## config.mk

```make
export PLATFORM = sky130hd
export DESIGN_NAME = drop_tail_pull_fifo_flat
export DESIGN_NICKNAME = d
export VERILOG_FILES = /design/src/rtl/dtpf_pkg.sv /design/src/rtl/dtpf_if.sv /design/src/rtl/dtpf_front.sv /design/src/rtl/dtpf_cmd_queue.sv /design/src/rtl/dtpf_back.sv /design/src/rtl/drop_tail_pull_fifo.sv /design/src/flat_wrapper.sv
export SDC_FILE = /design/constraint.sdc
export NUM_CORES = 2
export LEC_CHECK = 0
export BUFFER_PORTS_ARGS = -buffer_cell sky130_fd_sc_hd__buf_2
export CAP_MARGIN = 20
export CORE_ASPECT_RATIO = 1.5
export CORE_MARGIN = 5
export CORE_UTILIZATION = 40
export DETAILED_ROUTE_END_ITERATION = 8
export HOLD_SLACK_MARGIN = 0.08
export SLEW_MARGIN = 15
export SYNTH_ARGS = -nofsm -noshare
export SYNTH_HDL_FRONTEND = slang
export SYNTH_HIERARCHICAL = 1
export SYNTH_SLANG_ARGS = --single-unit
```

## constraint.sdc

```tcl
create_clock -name clk -period 6.4 [get_ports clk]
set_input_delay 0.32 -clock clk [delete_from_list [all_inputs] [get_ports clk]]
set_output_delay 0.32 -clock clk [all_outputs]
set_load 0.1 [all_outputs]
```

## src/rtl/dtpf_pkg.sv

```systemverilog
// ----------------------------------------------------------------------------
// dtpf_pkg
// Shared widths, codes and types of the drop-tail pull FIFO.
// ----------------------------------------------------------------------------
`default_nettype none

package dtpf_pkg;

	// storage depth of the descriptor memory
	localparam int DEPTH   = 64;
	localparam int PTR_W   = $clog2(DEPTH);
	localparam int CNT_W   = $clog2(DEPTH + 1);

	// field widths
	localparam int TAG_W   = 32;
	localparam int LEN_W   = 16;
	localparam int ENTRY_W = TAG_W + LEN_W;
	localparam int CAP_W   = 7;
	localparam int QLEN_W  = 7;
	localparam int DROP_W  = 32;
	localparam int CMP_W   = (CNT_W > CAP_W) ? CNT_W : CAP_W;

	// configuration port
	localparam int PADDR_W = 3;
	localparam int PDATA_W = 32;
	localparam logic [CAP_W-1:0] CAP_RESET = CAP_W'(64);
	localparam logic REG_CAPACITY = 1'b0;

	// item kinds
	localparam logic KIND_ARRIVAL = 1'b0;
	localparam logic KIND_REQUEST = 1'b1;

	// command queue between front and back
	localparam int CQ_DEPTH = 2;
	localparam int CQ_PTR_W = $clog2(CQ_DEPTH);
	localparam int CQ_CNT_W = $clog2(CQ_DEPTH + 1);

	// classified item
	typedef struct packed {
		logic             is_req;
		logic             is_zero;
		logic [TAG_W-1:0] tag;
		logic [LEN_W-1:0] len;
	} cmd_t;

	// result beat
	typedef struct packed {
		logic              out_valid;
		logic [TAG_W-1:0]  out_tag;
		logic [LEN_W-1:0]  out_length;
		logic              dropped;
		logic [QLEN_W-1:0] queue_length;
		logic [DROP_W-1:0] drop_total;
	} res_t;

	typedef enum logic {
		BK_IDLE,
		BK_READ
	} back_state_t;

endpackage

`default_nettype wire

```

## src/rtl/dtpf_if.sv

```systemverilog
// ----------------------------------------------------------------------------
// dtpf_if
// Valid/ready channels for item beats and result beats.
// ----------------------------------------------------------------------------
`default_nettype none

interface dtpf_in_if;
	logic                        valid;
	logic                        ready;
	logic                        kind;
	logic [dtpf_pkg::TAG_W-1:0]  packet_tag;
	logic [dtpf_pkg::LEN_W-1:0]  packet_length;

	modport source(output valid, kind, packet_tag, packet_length, input ready);
	modport sink(input valid, kind, packet_tag, packet_length, output ready);
endinterface

interface dtpf_out_if;
	logic                         valid;
	logic                         ready;
	logic                         out_valid;
	logic [dtpf_pkg::TAG_W-1:0]   out_tag;
	logic [dtpf_pkg::LEN_W-1:0]   out_length;
	logic                         dropped;
	logic [dtpf_pkg::QLEN_W-1:0]  queue_length;
	logic [dtpf_pkg::DROP_W-1:0]  drop_total;

	modport source(output valid, out_valid, out_tag, out_length, dropped, queue_length,
		drop_total, input ready);
	modport sink(input valid, out_valid, out_tag, out_length, dropped, queue_length,
		drop_total, output ready);
endinterface

`default_nettype wire

```

## src/rtl/dtpf_front.sv

```systemverilog
// ----------------------------------------------------------------------------
// dtpf_front
// Accepts item beats and classifies them into commands for the back end.
// ----------------------------------------------------------------------------
`default_nettype none

module dtpf_front (
	dtpf_in_if.sink         arrive,
	input  wire logic       cq_full,
	output logic            cq_push,
	output dtpf_pkg::cmd_t  cq_cmd
);

	// take a beat whenever the command queue has room
	assign arrive.ready = !cq_full;
	assign cq_push      = arrive.valid && !cq_full;

	// classify: request or arrival, and zero-length arrivals
	always_comb begin
		cq_cmd.is_req  = (arrive.kind == dtpf_pkg::KIND_REQUEST);
		cq_cmd.is_zero = (arrive.packet_length == '0);
		cq_cmd.tag     = arrive.packet_tag;
		cq_cmd.len     = arrive.packet_length;
	end

endmodule

`default_nettype wire

```

## src/rtl/dtpf_cmd_queue.sv

```systemverilog
// ----------------------------------------------------------------------------
// dtpf_cmd_queue
// Short command queue that decouples the front from the back end.
// ----------------------------------------------------------------------------
`default_nettype none

module dtpf_cmd_queue (
	input  wire logic            clk,
	input  wire logic            arst_n,
	input  wire logic            push,
	input  wire dtpf_pkg::cmd_t  push_cmd,
	output logic                 full,
	input  wire logic            pop,
	output logic                 cmd_valid,
	output dtpf_pkg::cmd_t       cmd
);

	dtpf_pkg::cmd_t                  slot_q [dtpf_pkg::CQ_DEPTH];
	logic [dtpf_pkg::CQ_PTR_W-1:0]   wr_ptr_q;
	logic [dtpf_pkg::CQ_PTR_W-1:0]   rd_ptr_q;
	logic [dtpf_pkg::CQ_CNT_W-1:0]   count_q;

	assign full      = (count_q == dtpf_pkg::CQ_CNT_W'(dtpf_pkg::CQ_DEPTH));
	assign cmd_valid = (count_q != '0);
	assign cmd       = slot_q[rd_ptr_q];

	// slot storage
	always_ff @(posedge clk) begin
		if (push) begin
			slot_q[wr_ptr_q] <= push_cmd;
		end
	end

	// pointers and fill
	always_ff @(posedge clk or negedge arst_n) begin
		if (!arst_n) begin
			wr_ptr_q <= '0;
			rd_ptr_q <= '0;
			count_q  <= '0;
		end else begin
			if (push) begin
				wr_ptr_q <= (wr_ptr_q == dtpf_pkg::CQ_PTR_W'(dtpf_pkg::CQ_DEPTH - 1)) ?
					'0 : wr_ptr_q + 1'b1;
			end
			if (pop) begin
				rd_ptr_q <= (rd_ptr_q == dtpf_pkg::CQ_PTR_W'(dtpf_pkg::CQ_DEPTH - 1)) ?
					'0 : rd_ptr_q + 1'b1;
			end
			if (push && !pop) begin
				count_q <= count_q + 1'b1;
			end else if (pop && !push) begin
				count_q <= count_q - 1'b1;
			end
		end
	end

endmodule

`default_nettype wire

```

## src/rtl/dtpf_back.sv

```systemverilog
// ----------------------------------------------------------------------------
// dtpf_back
// Executes commands against the descriptor memory and drives result beats.
// ----------------------------------------------------------------------------
`default_nettype none

module dtpf_back (
	input  wire logic                         clk,
	input  wire logic                         arst_n,
	input  wire logic [dtpf_pkg::CAP_W-1:0]   capacity,
	input  wire logic                         cmd_valid,
	input  wire dtpf_pkg::cmd_t               cmd,
	output logic                              cmd_pop,
	dtpf_out_if.source                        result
);

	dtpf_pkg::back_state_t              state_q, state_d;

	logic [dtpf_pkg::ENTRY_W-1:0]       store_q [dtpf_pkg::DEPTH];
	logic [dtpf_pkg::ENTRY_W-1:0]       rd_data_q;

	logic [dtpf_pkg::PTR_W-1:0]         head_q, head_d;
	logic [dtpf_pkg::PTR_W-1:0]         tail_q, tail_d;
	logic [dtpf_pkg::CNT_W-1:0]         held_q, held_d;
	logic                               waiting_q, waiting_d;
	logic [dtpf_pkg::DROP_W-1:0]        discard_q, discard_d;

	dtpf_pkg::res_t                     res_q, res_d;
	logic                               res_valid_q;
	logic                               res_load;

	logic                               take;
	logic                               mem_we;
	logic                               mem_re;
	logic                               full;
	logic [dtpf_pkg::CMP_W-1:0]         eff_cap;
	logic [dtpf_pkg::DROP_W-1:0]        discard_inc;

	// effective capacity is capped at the memory depth
	always_comb begin
		eff_cap = (dtpf_pkg::CMP_W'(capacity) > dtpf_pkg::CMP_W'(dtpf_pkg::DEPTH)) ?
			dtpf_pkg::CMP_W'(dtpf_pkg::DEPTH) : dtpf_pkg::CMP_W'(capacity);
		full = (dtpf_pkg::CMP_W'(held_q) >= eff_cap);
		discard_inc = (discard_q == '1) ? discard_q : discard_q + 1'b1;
	end

	// a command retires when the result register is free or draining
	assign take    = (state_q == dtpf_pkg::BK_IDLE) && cmd_valid &&
		(!res_valid_q || result.ready);
	assign cmd_pop = take;

	// next state
	always_comb begin
		state_d = state_q;
		case (state_q)
			dtpf_pkg::BK_IDLE: begin
				if (take && cmd.is_req && (held_q != '0)) begin
					state_d = dtpf_pkg::BK_READ;
				end
			end
			dtpf_pkg::BK_READ: begin
				state_d = dtpf_pkg::BK_IDLE;
			end
			default: begin
				state_d = dtpf_pkg::BK_IDLE;
			end
		endcase
	end

	// queue updates and result forming
	always_comb begin
		head_d    = head_q;
		tail_d    = tail_q;
		held_d    = held_q;
		waiting_d = waiting_q;
		discard_d = discard_q;
		mem_we    = 1'b0;
		mem_re    = 1'b0;
		res_load  = 1'b0;
		res_d     = res_q;
		case (state_q)
			dtpf_pkg::BK_IDLE: begin
				if (take) begin
					if (!cmd.is_req) begin
						// arrival
						res_load           = 1'b1;
						res_d.out_valid    = 1'b0;
						res_d.out_tag      = '0;
						res_d.out_length   = '0;
						res_d.dropped      = 1'b0;
						res_d.queue_length = dtpf_pkg::QLEN_W'(held_q);
						res_d.drop_total   = discard_q;
						if (cmd.is_zero || full) begin
							res_d.dropped    = 1'b1;
							discard_d        = discard_inc;
							res_d.drop_total = discard_inc;
						end else begin
							mem_we = 1'b1;
							tail_d = (tail_q == dtpf_pkg::PTR_W'(dtpf_pkg::DEPTH - 1)) ?
								'0 : tail_q + 1'b1;
							if (waiting_q) begin
								// queue is empty while the server waits: hand it over
								res_d.out_valid  = 1'b1;
								res_d.out_tag    = cmd.tag;
								res_d.out_length = cmd.len;
								head_d = (head_q == dtpf_pkg::PTR_W'(dtpf_pkg::DEPTH - 1)) ?
									'0 : head_q + 1'b1;
								waiting_d = 1'b0;
							end else begin
								held_d = held_q + 1'b1;
							end
						end
					end else if (held_q != '0) begin
						// request with packets held: read the head
						mem_re    = 1'b1;
						head_d    = (head_q == dtpf_pkg::PTR_W'(dtpf_pkg::DEPTH - 1)) ?
							'0 : head_q + 1'b1;
						held_d    = held_q - 1'b1;
						waiting_d = 1'b0;
					end else begin
						// request on an empty queue
						res_load           = 1'b1;
						waiting_d          = 1'b1;
						res_d.out_valid    = 1'b0;
						res_d.out_tag      = '0;
						res_d.out_length   = '0;
						res_d.dropped      = 1'b0;
						res_d.queue_length = '0;
						res_d.drop_total   = discard_q;
					end
				end
			end
			dtpf_pkg::BK_READ: begin
				res_load           = 1'b1;
				res_d.out_valid    = 1'b1;
				res_d.out_tag      = rd_data_q[dtpf_pkg::ENTRY_W-1:dtpf_pkg::LEN_W];
				res_d.out_length   = rd_data_q[dtpf_pkg::LEN_W-1:0];
				res_d.dropped      = 1'b0;
				res_d.queue_length = dtpf_pkg::QLEN_W'(held_q);
				res_d.drop_total   = discard_q;
			end
			default: begin
				res_load = 1'b0;
			end
		endcase
	end

	// descriptor memory
	always_ff @(posedge clk) begin
		if (mem_we) begin
			store_q[tail_q] <= {cmd.tag, cmd.len};
		end
		if (mem_re) begin
			rd_data_q <= store_q[head_q];
		end
	end

	// control state
	always_ff @(posedge clk or negedge arst_n) begin
		if (!arst_n) begin
			state_q     <= dtpf_pkg::BK_IDLE;
			head_q      <= '0;
			tail_q      <= '0;
			held_q      <= '0;
			waiting_q   <= 1'b0;
			discard_q   <= '0;
			res_valid_q <= 1'b0;
		end else begin
			state_q   <= state_d;
			head_q    <= head_d;
			tail_q    <= tail_d;
			held_q    <= held_d;
			waiting_q <= waiting_d;
			discard_q <= discard_d;
			if (res_load) begin
				res_valid_q <= 1'b1;
			end else if (result.ready) begin
				res_valid_q <= 1'b0;
			end
		end
	end

	// result payload
	always_ff @(posedge clk) begin
		if (res_load) begin
			res_q <= res_d;
		end
	end

	assign result.valid        = res_valid_q;
	assign result.out_valid    = res_q.out_valid;
	assign result.out_tag      = res_q.out_tag;
	assign result.out_length   = res_q.out_length;
	assign result.dropped      = res_q.dropped;
	assign result.queue_length = res_q.queue_length;
	assign result.drop_total   = res_q.drop_total;

	// a waiting server only exists while nothing is held
	a_wait_empty: assert property (@(posedge clk) disable iff (!arst_n)
		waiting_q |-> (held_q == '0))
		else $error("server waiting while packets are held");

	// fill never exceeds the memory depth
	a_held_bound: assert property (@(posedge clk) disable iff (!arst_n)
		dtpf_pkg::CMP_W'(held_q) <= dtpf_pkg::CMP_W'(dtpf_pkg::DEPTH))
		else $error("fill above depth");

	// the read cycle always finds the result register free
	a_read_free: assert property (@(posedge clk) disable iff (!arst_n)
		(state_q == dtpf_pkg::BK_READ) |-> !res_valid_q)
		else $error("result register busy during head read");

	// drop counter never goes down
	a_drop_mono: assert property (@(posedge clk) disable iff (!arst_n)
		1'b1 |=> (discard_q >= $past(discard_q)))
		else $error("drop counter decreased");

endmodule

`default_nettype wire

```

## src/rtl/drop_tail_pull_fifo.sv

```systemverilog
// ----------------------------------------------------------------------------
// drop_tail_pull_fifo
// Drop-tail packet descriptor FIFO pulled by a downstream server.
// ----------------------------------------------------------------------------
// Each item beat gives exactly one result beat. The front takes one beat per
// cycle into a two-entry command queue while it has room. The back end retires
// an arrival, or a request that finds the queue empty, from idle; a request that
// pops a held packet adds a read state for the registered descriptor memory
// read. Arrivals go at one item per cycle while result beats are accepted; a
// popping request takes no new item until its read state ends. Results leave
// through a single registered stage; while a result beat waits unaccepted the
// back end stalls and the command queue holds up to two further beats.
// Capacity (register 0, byte address 0, reset 64) is clamped to the 64-entry
// memory and should only be written while no item is in flight.
`default_nettype none

module drop_tail_pull_fifo (
	input  wire logic                            clk,
	input  wire logic                            arst_n,
	dtpf_in_if.sink                              arrive,
	dtpf_out_if.source                           result,
	input  wire logic                            psel,
	input  wire logic                            penable,
	input  wire logic                            pwrite,
	input  wire logic [dtpf_pkg::PADDR_W-1:0]    paddr,
	input  wire logic [dtpf_pkg::PDATA_W-1:0]    pwdata,
	output logic      [dtpf_pkg::PDATA_W-1:0]    prdata,
	output logic                                 pready
);

	logic [dtpf_pkg::CAP_W-1:0] capacity_q;
	logic                       cq_full;
	logic                       cq_push;
	dtpf_pkg::cmd_t             cq_in;
	logic                       cq_pop;
	logic                       cq_valid;
	dtpf_pkg::cmd_t             cq_out;

	// configuration register
	assign pready = 1'b1;

	always_ff @(posedge clk or negedge arst_n) begin
		if (!arst_n) begin
			capacity_q <= dtpf_pkg::CAP_RESET;
		end else if (psel && penable && pwrite && (paddr[2] == dtpf_pkg::REG_CAPACITY)) begin
			capacity_q <= pwdata[dtpf_pkg::CAP_W-1:0];
		end
	end

	assign prdata = (paddr[2] == dtpf_pkg::REG_CAPACITY) ?
		dtpf_pkg::PDATA_W'(capacity_q) : '0;

	// front: accept and classify
	dtpf_front u_front (
		.arrive  (arrive),
		.cq_full (cq_full),
		.cq_push (cq_push),
		.cq_cmd  (cq_in)
	);

	// command queue
	dtpf_cmd_queue u_cmd_queue (
		.clk       (clk),
		.arst_n    (arst_n),
		.push      (cq_push),
		.push_cmd  (cq_in),
		.full      (cq_full),
		.pop       (cq_pop),
		.cmd_valid (cq_valid),
		.cmd       (cq_out)
	);

	// back end: queue state, memory, results
	dtpf_back u_back (
		.clk       (clk),
		.arst_n    (arst_n),
		.capacity  (capacity_q),
		.cmd_valid (cq_valid),
		.cmd       (cq_out),
		.cmd_pop   (cq_pop),
		.result    (result)
	);

endmodule

`default_nettype wire

```

## src/flat_wrapper.sv

```systemverilog
// flat-port wrapper written by rule: the top's interface ports become plain ports
module drop_tail_pull_fifo_flat 
  (clk, arst_n, psel, penable, pwrite, paddr, pwdata, prdata, pready, arrive_valid, arrive_kind, arrive_packet_tag, arrive_packet_length, arrive_ready, result_valid, result_out_valid, result_out_tag, result_out_length, result_dropped, result_queue_length, result_drop_total, result_ready);
  dtpf_in_if arrive_i ();
  dtpf_out_if result_i ();
  input  wire logic clk;
  input  wire logic arst_n;
  input  wire logic psel;
  input  wire logic penable;
  input  wire logic pwrite;
  input  wire logic [dtpf_pkg::PADDR_W-1:0] paddr;
  input  wire logic [dtpf_pkg::PDATA_W-1:0] pwdata;
  output logic      [dtpf_pkg::PDATA_W-1:0] prdata;
  output logic pready;
  input wire logic [$bits(arrive_i.valid)-1:0] arrive_valid;
  input wire logic [$bits(arrive_i.kind)-1:0] arrive_kind;
  input wire logic [$bits(arrive_i.packet_tag)-1:0] arrive_packet_tag;
  input wire logic [$bits(arrive_i.packet_length)-1:0] arrive_packet_length;
  output wire logic [$bits(arrive_i.ready)-1:0] arrive_ready;
  output wire logic [$bits(result_i.valid)-1:0] result_valid;
  output wire logic [$bits(result_i.out_valid)-1:0] result_out_valid;
  output wire logic [$bits(result_i.out_tag)-1:0] result_out_tag;
  output wire logic [$bits(result_i.out_length)-1:0] result_out_length;
  output wire logic [$bits(result_i.dropped)-1:0] result_dropped;
  output wire logic [$bits(result_i.queue_length)-1:0] result_queue_length;
  output wire logic [$bits(result_i.drop_total)-1:0] result_drop_total;
  input wire logic [$bits(result_i.ready)-1:0] result_ready;
  assign arrive_i.valid = arrive_valid;
  assign arrive_i.kind = arrive_kind;
  assign arrive_i.packet_tag = arrive_packet_tag;
  assign arrive_i.packet_length = arrive_packet_length;
  assign arrive_ready = arrive_i.ready;
  assign result_valid = result_i.valid;
  assign result_out_valid = result_i.out_valid;
  assign result_out_tag = result_i.out_tag;
  assign result_out_length = result_i.out_length;
  assign result_dropped = result_i.dropped;
  assign result_queue_length = result_i.queue_length;
  assign result_drop_total = result_i.drop_total;
  assign result_i.ready = result_ready;
  drop_tail_pull_fifo u_core (.clk(clk), .arst_n(arst_n), .arrive(arrive_i), .result(result_i), .psel(psel), .penable(penable), .pwrite(pwrite), .paddr(paddr), .pwdata(pwdata), .prdata(prdata), .pready(pready));
endmodule
```

==> impl_results.md <==
* Number of synthesized flops with an enable pin at 3309
* Core area at roughly 0.32 mm^2
* R2R Setup Slk at approximately 1.7 ns
* Pre-CTS setup slack at ~1.7 ns
* Worst Path Max Fanout at 20
* Total negative slack at 0 ns
* Period utilisation layout at 0.735
* P_leak at 0.0468 uW
* Post-synthesis sequential area ratio at 0.775
* Final Critical Period at 4.71 ns
* Kind of critical path: reg2reg
* CP Cell Sequence: inv_1 > ha_1 > a211oi_1 > o21ai_0 > inv_1 > o2111ai_2 > buf_4 > or3_1 > nor2_4 > buf_4
* ANT nets after route at 0
* Rows at ~260
* CP arrival at 5.24 ns
* Worst-path clk slew at roughly 0.060 ns
* Layout cells sized above 1 at 0.288
* GRT Total Usage at 0.206
* RSZ-0062 raised after global routing: no
* Sink Count at ~3400
* #FFs+latches synth at about 3400
* Post-Syn Instances at between 5000 and 6000
* Mean Syn Cell Area at 22.5 um^2
* Final worst slack at around 1.7 ns
* FF-to-FF path depth at 10
* Final count of pins violating max slew at 0
* Maximum clock rate at approximately 210 MHz
* Hold/Removal Path Class: in2reg
* Final setup viols at 0
* Die ar. at 0.338 mm^2
* DRT Pass-1 Iters at 6
* Boundary Pins at between 200 and 250
* Worst r2r dst: u_core/u_back/store_q[7][43]
* Worst path buffer plus inverter count at 4
* Fin cells at around 11000
* Clock Latency Late Sink at approximately 0.91 ns
* Placed Cells at approximately 10000
* FFs w/ async S/R, synth at 0.0193
* Port bufs at 161
* Clock root buffer: clkbuf_16
* Final hold vios at 0
* Number of H-tree levels at 5
* Layout area overhead at 13.6%
* Worst hold slack at about 0.15 ns
* Max incr delay on CP at ~0.76 ns
* Worst Max-Slew Pin Slew at 1.17 ns
* Layout fillers at about 27000
* CP max stage cell: nor2_4
* Top cell type's share of synthesized area at 0.763
* NumNets Final at roughly 6300
* Hold path endpoint: u_core/u_cmd_queue/slot_q[1][29]
* Setup crit end kind: flop
* Top FF cell, synth: edfxtp_1
* Number of global-route vias before repair at 64200
* HP Start: arrive_packet_tag[13]
* Delay-heaviest family, CP: simple AND/OR/NAND/NOR gates
* Synth area leaders: edfxtp_1, mux4_2, dfrtp_1
* Final Skew at roughly 0.058 ns
* Via density at 5.86
* DRC viols at 0
* First-pass GRT wire length at roughly 500000 um
* WHS Path Cells at 2
* Setup bufs post-CTS at 0
* Peak VDD IR at approximately 380 uV
* Outcome: completed
* Worst r2r src: u_core/capacity_q[6]
* Overall power at 68700 uW
* Netlist cell types at 77
* CP required at roughly 6.9 ns
* Vias at 62800
* Yosys warns at 6
* DIE WIDTH at approximately 480 um
* Top post-synthesis cells by count: edfxtp_1, mux4_2, clkbuf_1
* Max-Cap Viols at 0
* DR WL/cell at 32.8 um
* WP depth at 10
* Initial Util at 0.402
* DRT Wirelength at around 350000 um
* RD Place Congestion at roughly 0.8
* Cell taking the most area after synthesis: edfxtp_1
* DPL Wire Length at 204000 um
* Most common cell in the synthesized netlist: edfxtp_1
* Max Root-Sink Buffers at 4
* Post-Syn Area at ~0.13 mm^2
* TritonCTS clock tree: yes
* Die H at 709 um
* Gates resized, CTS repair at 0
* Power Dens Cells at 464 mW/mm^2
* Antenna violations before repair at 19
* Pin count of the biggest net entering global routing at between 100 and 150
* Total CTS buffers at approximately 310
* DRT iter0 DRCs at 6469
* Total grt overflow at 0
* Relative max-transition margin at 0.213
* CP startpoint kind: flop
-- report_power, final --
part	internal, uW	leakage (uW)	switching, uW
logic	7340	0.0112	14200
registers	28000	0.0307	693
clock network	10400	0.00486	8090
total	45700	0.0468	22900
-- cell type report --
class | instances | area [um^2] | area share
antenna | 18 | 45.0 | 0.000304
clock buffer | 388 | 8360 | 0.0565
clock inverter | 163 | 1620 | 0.0109
inverter | 19 | 72.6 | 0.000490
multi-input combinational | 2046 | 27800 | 0.188
sequential | 3374 | 101000 | 0.682
tap | 4257 | 5330 | 0.0360
timing repair buffer | 461 | 3730 | 0.0252
-- state kept, by name (all words and copies together) (netlist names), 2 cells and up --
register / count
u_core/u_cmd_queue/slot_q: 100
u_core/u_back/rd_data_q: 48
u_core/u_back/head_q: 6
u_core/u_back/discard_q: 32
u_core/u_cmd_queue/count_q: 2
u_core/capacity_q: 7
u_core/u_back/result.out_length: 16
u_core/u_back/result.out_tag: 32
u_core/u_back/result.queue_length: 7
u_core/u_back/result.drop_total: 32
u_core/u_back/store_q: 3072
u_core/u_back/held_q: 7
u_core/u_back/tail_q: 6
-- layout by cell type, fill, tap and decap left out, types with 19 or more instances in the layout --
cell           instances
buf_2                161
bufinv_16             28
xnor2_1               27
nor2_1                65
nor2b_1               36
nor3_1                43
o21ai_0               40
ha_1                  22
nand3_1               42
clkbuf_1              63
clkbuf_16            324
buf_12                39
mux2_2                30
buf_4                194
nor4_1                21
clkinv_1              55
nor3_2                19
xor2_1                50
a21oi_1               61
nand2_1              144
dfrtp_1               56
mux2i_1              112
a22o_1                57
clkinv_2              53
a211oi_1              40
conb_1                26
mux4_2               832
edfxtp_1            3309
mux2_4                49
a22oi_1               69
dlygate4sd3_1         66
o22ai_1               22
nor2_4                51
-- metrics by stage --
step / util / area (um^2)
floorplan: - / 130000
global route: 0.457 / 148000
detailed placement: 0.424 / 137000
CTS: 0.456 / 148000
global placement: 0.424 / 137000
finish: 0.457 / 148000
-- worst max-delay path by stage --
stage	startpoint	to
after floorplan	u_core/u_cmd_queue/rd_ptr_q	u_core/u_back/store_q[56][0]
after global placement	u_core/capacity_q[6]	u_core/u_back/store_q[6][44]
after detailed placement	u_core/capacity_q[6]	u_core/u_back/store_q[7][21]
after CTS	u_core/u_cmd_queue/rd_ptr_q	u_core/u_back/store_q[7][44]
after global routing	u_core/capacity_q[6]	u_core/u_back/store_q[7][26]
final	u_core/capacity_q[6]	u_core/u_back/store_q[7][43]
-- cells by family after synthesis --
| logic type | Yosys count | share of synthesized area |
|---|---|---|
| mux | 1023 | 0.161 |
| other cells | 2 | 0.0000576 |
| compound gates | 381 | 0.0209 |
| flops | 3374 | 0.775 |
| fa+ha+maj | 23 | 0.00227 |
| simple gates | 516 | 0.0196 |
| buf+inv | 408 | 0.0162 |
| xor+xnor | 77 | 0.00518 |
-- per-layer routing --
metal / vias to the layer above / part of all wire / GRT usage
met2: 2683 / 0.52 / 0.365
met4: 2 / 0.034 / 0.0643
met5: - / 0.000020 / 0
met3: 551 / 0.067 / 0.0310
met1: 34400 / 0.37 / 0.262
li1: 25200 / - / -
-- repair_timing --
| item | CTS | global route |
|---|---|---|
| endpoints found under the setup margin | 0 | 0 |
| hold endpoints to repair | 172 | 0 |
| hold buffers | 66 | 0 |
No activity file was read; power rests on OpenSTA's default activity.
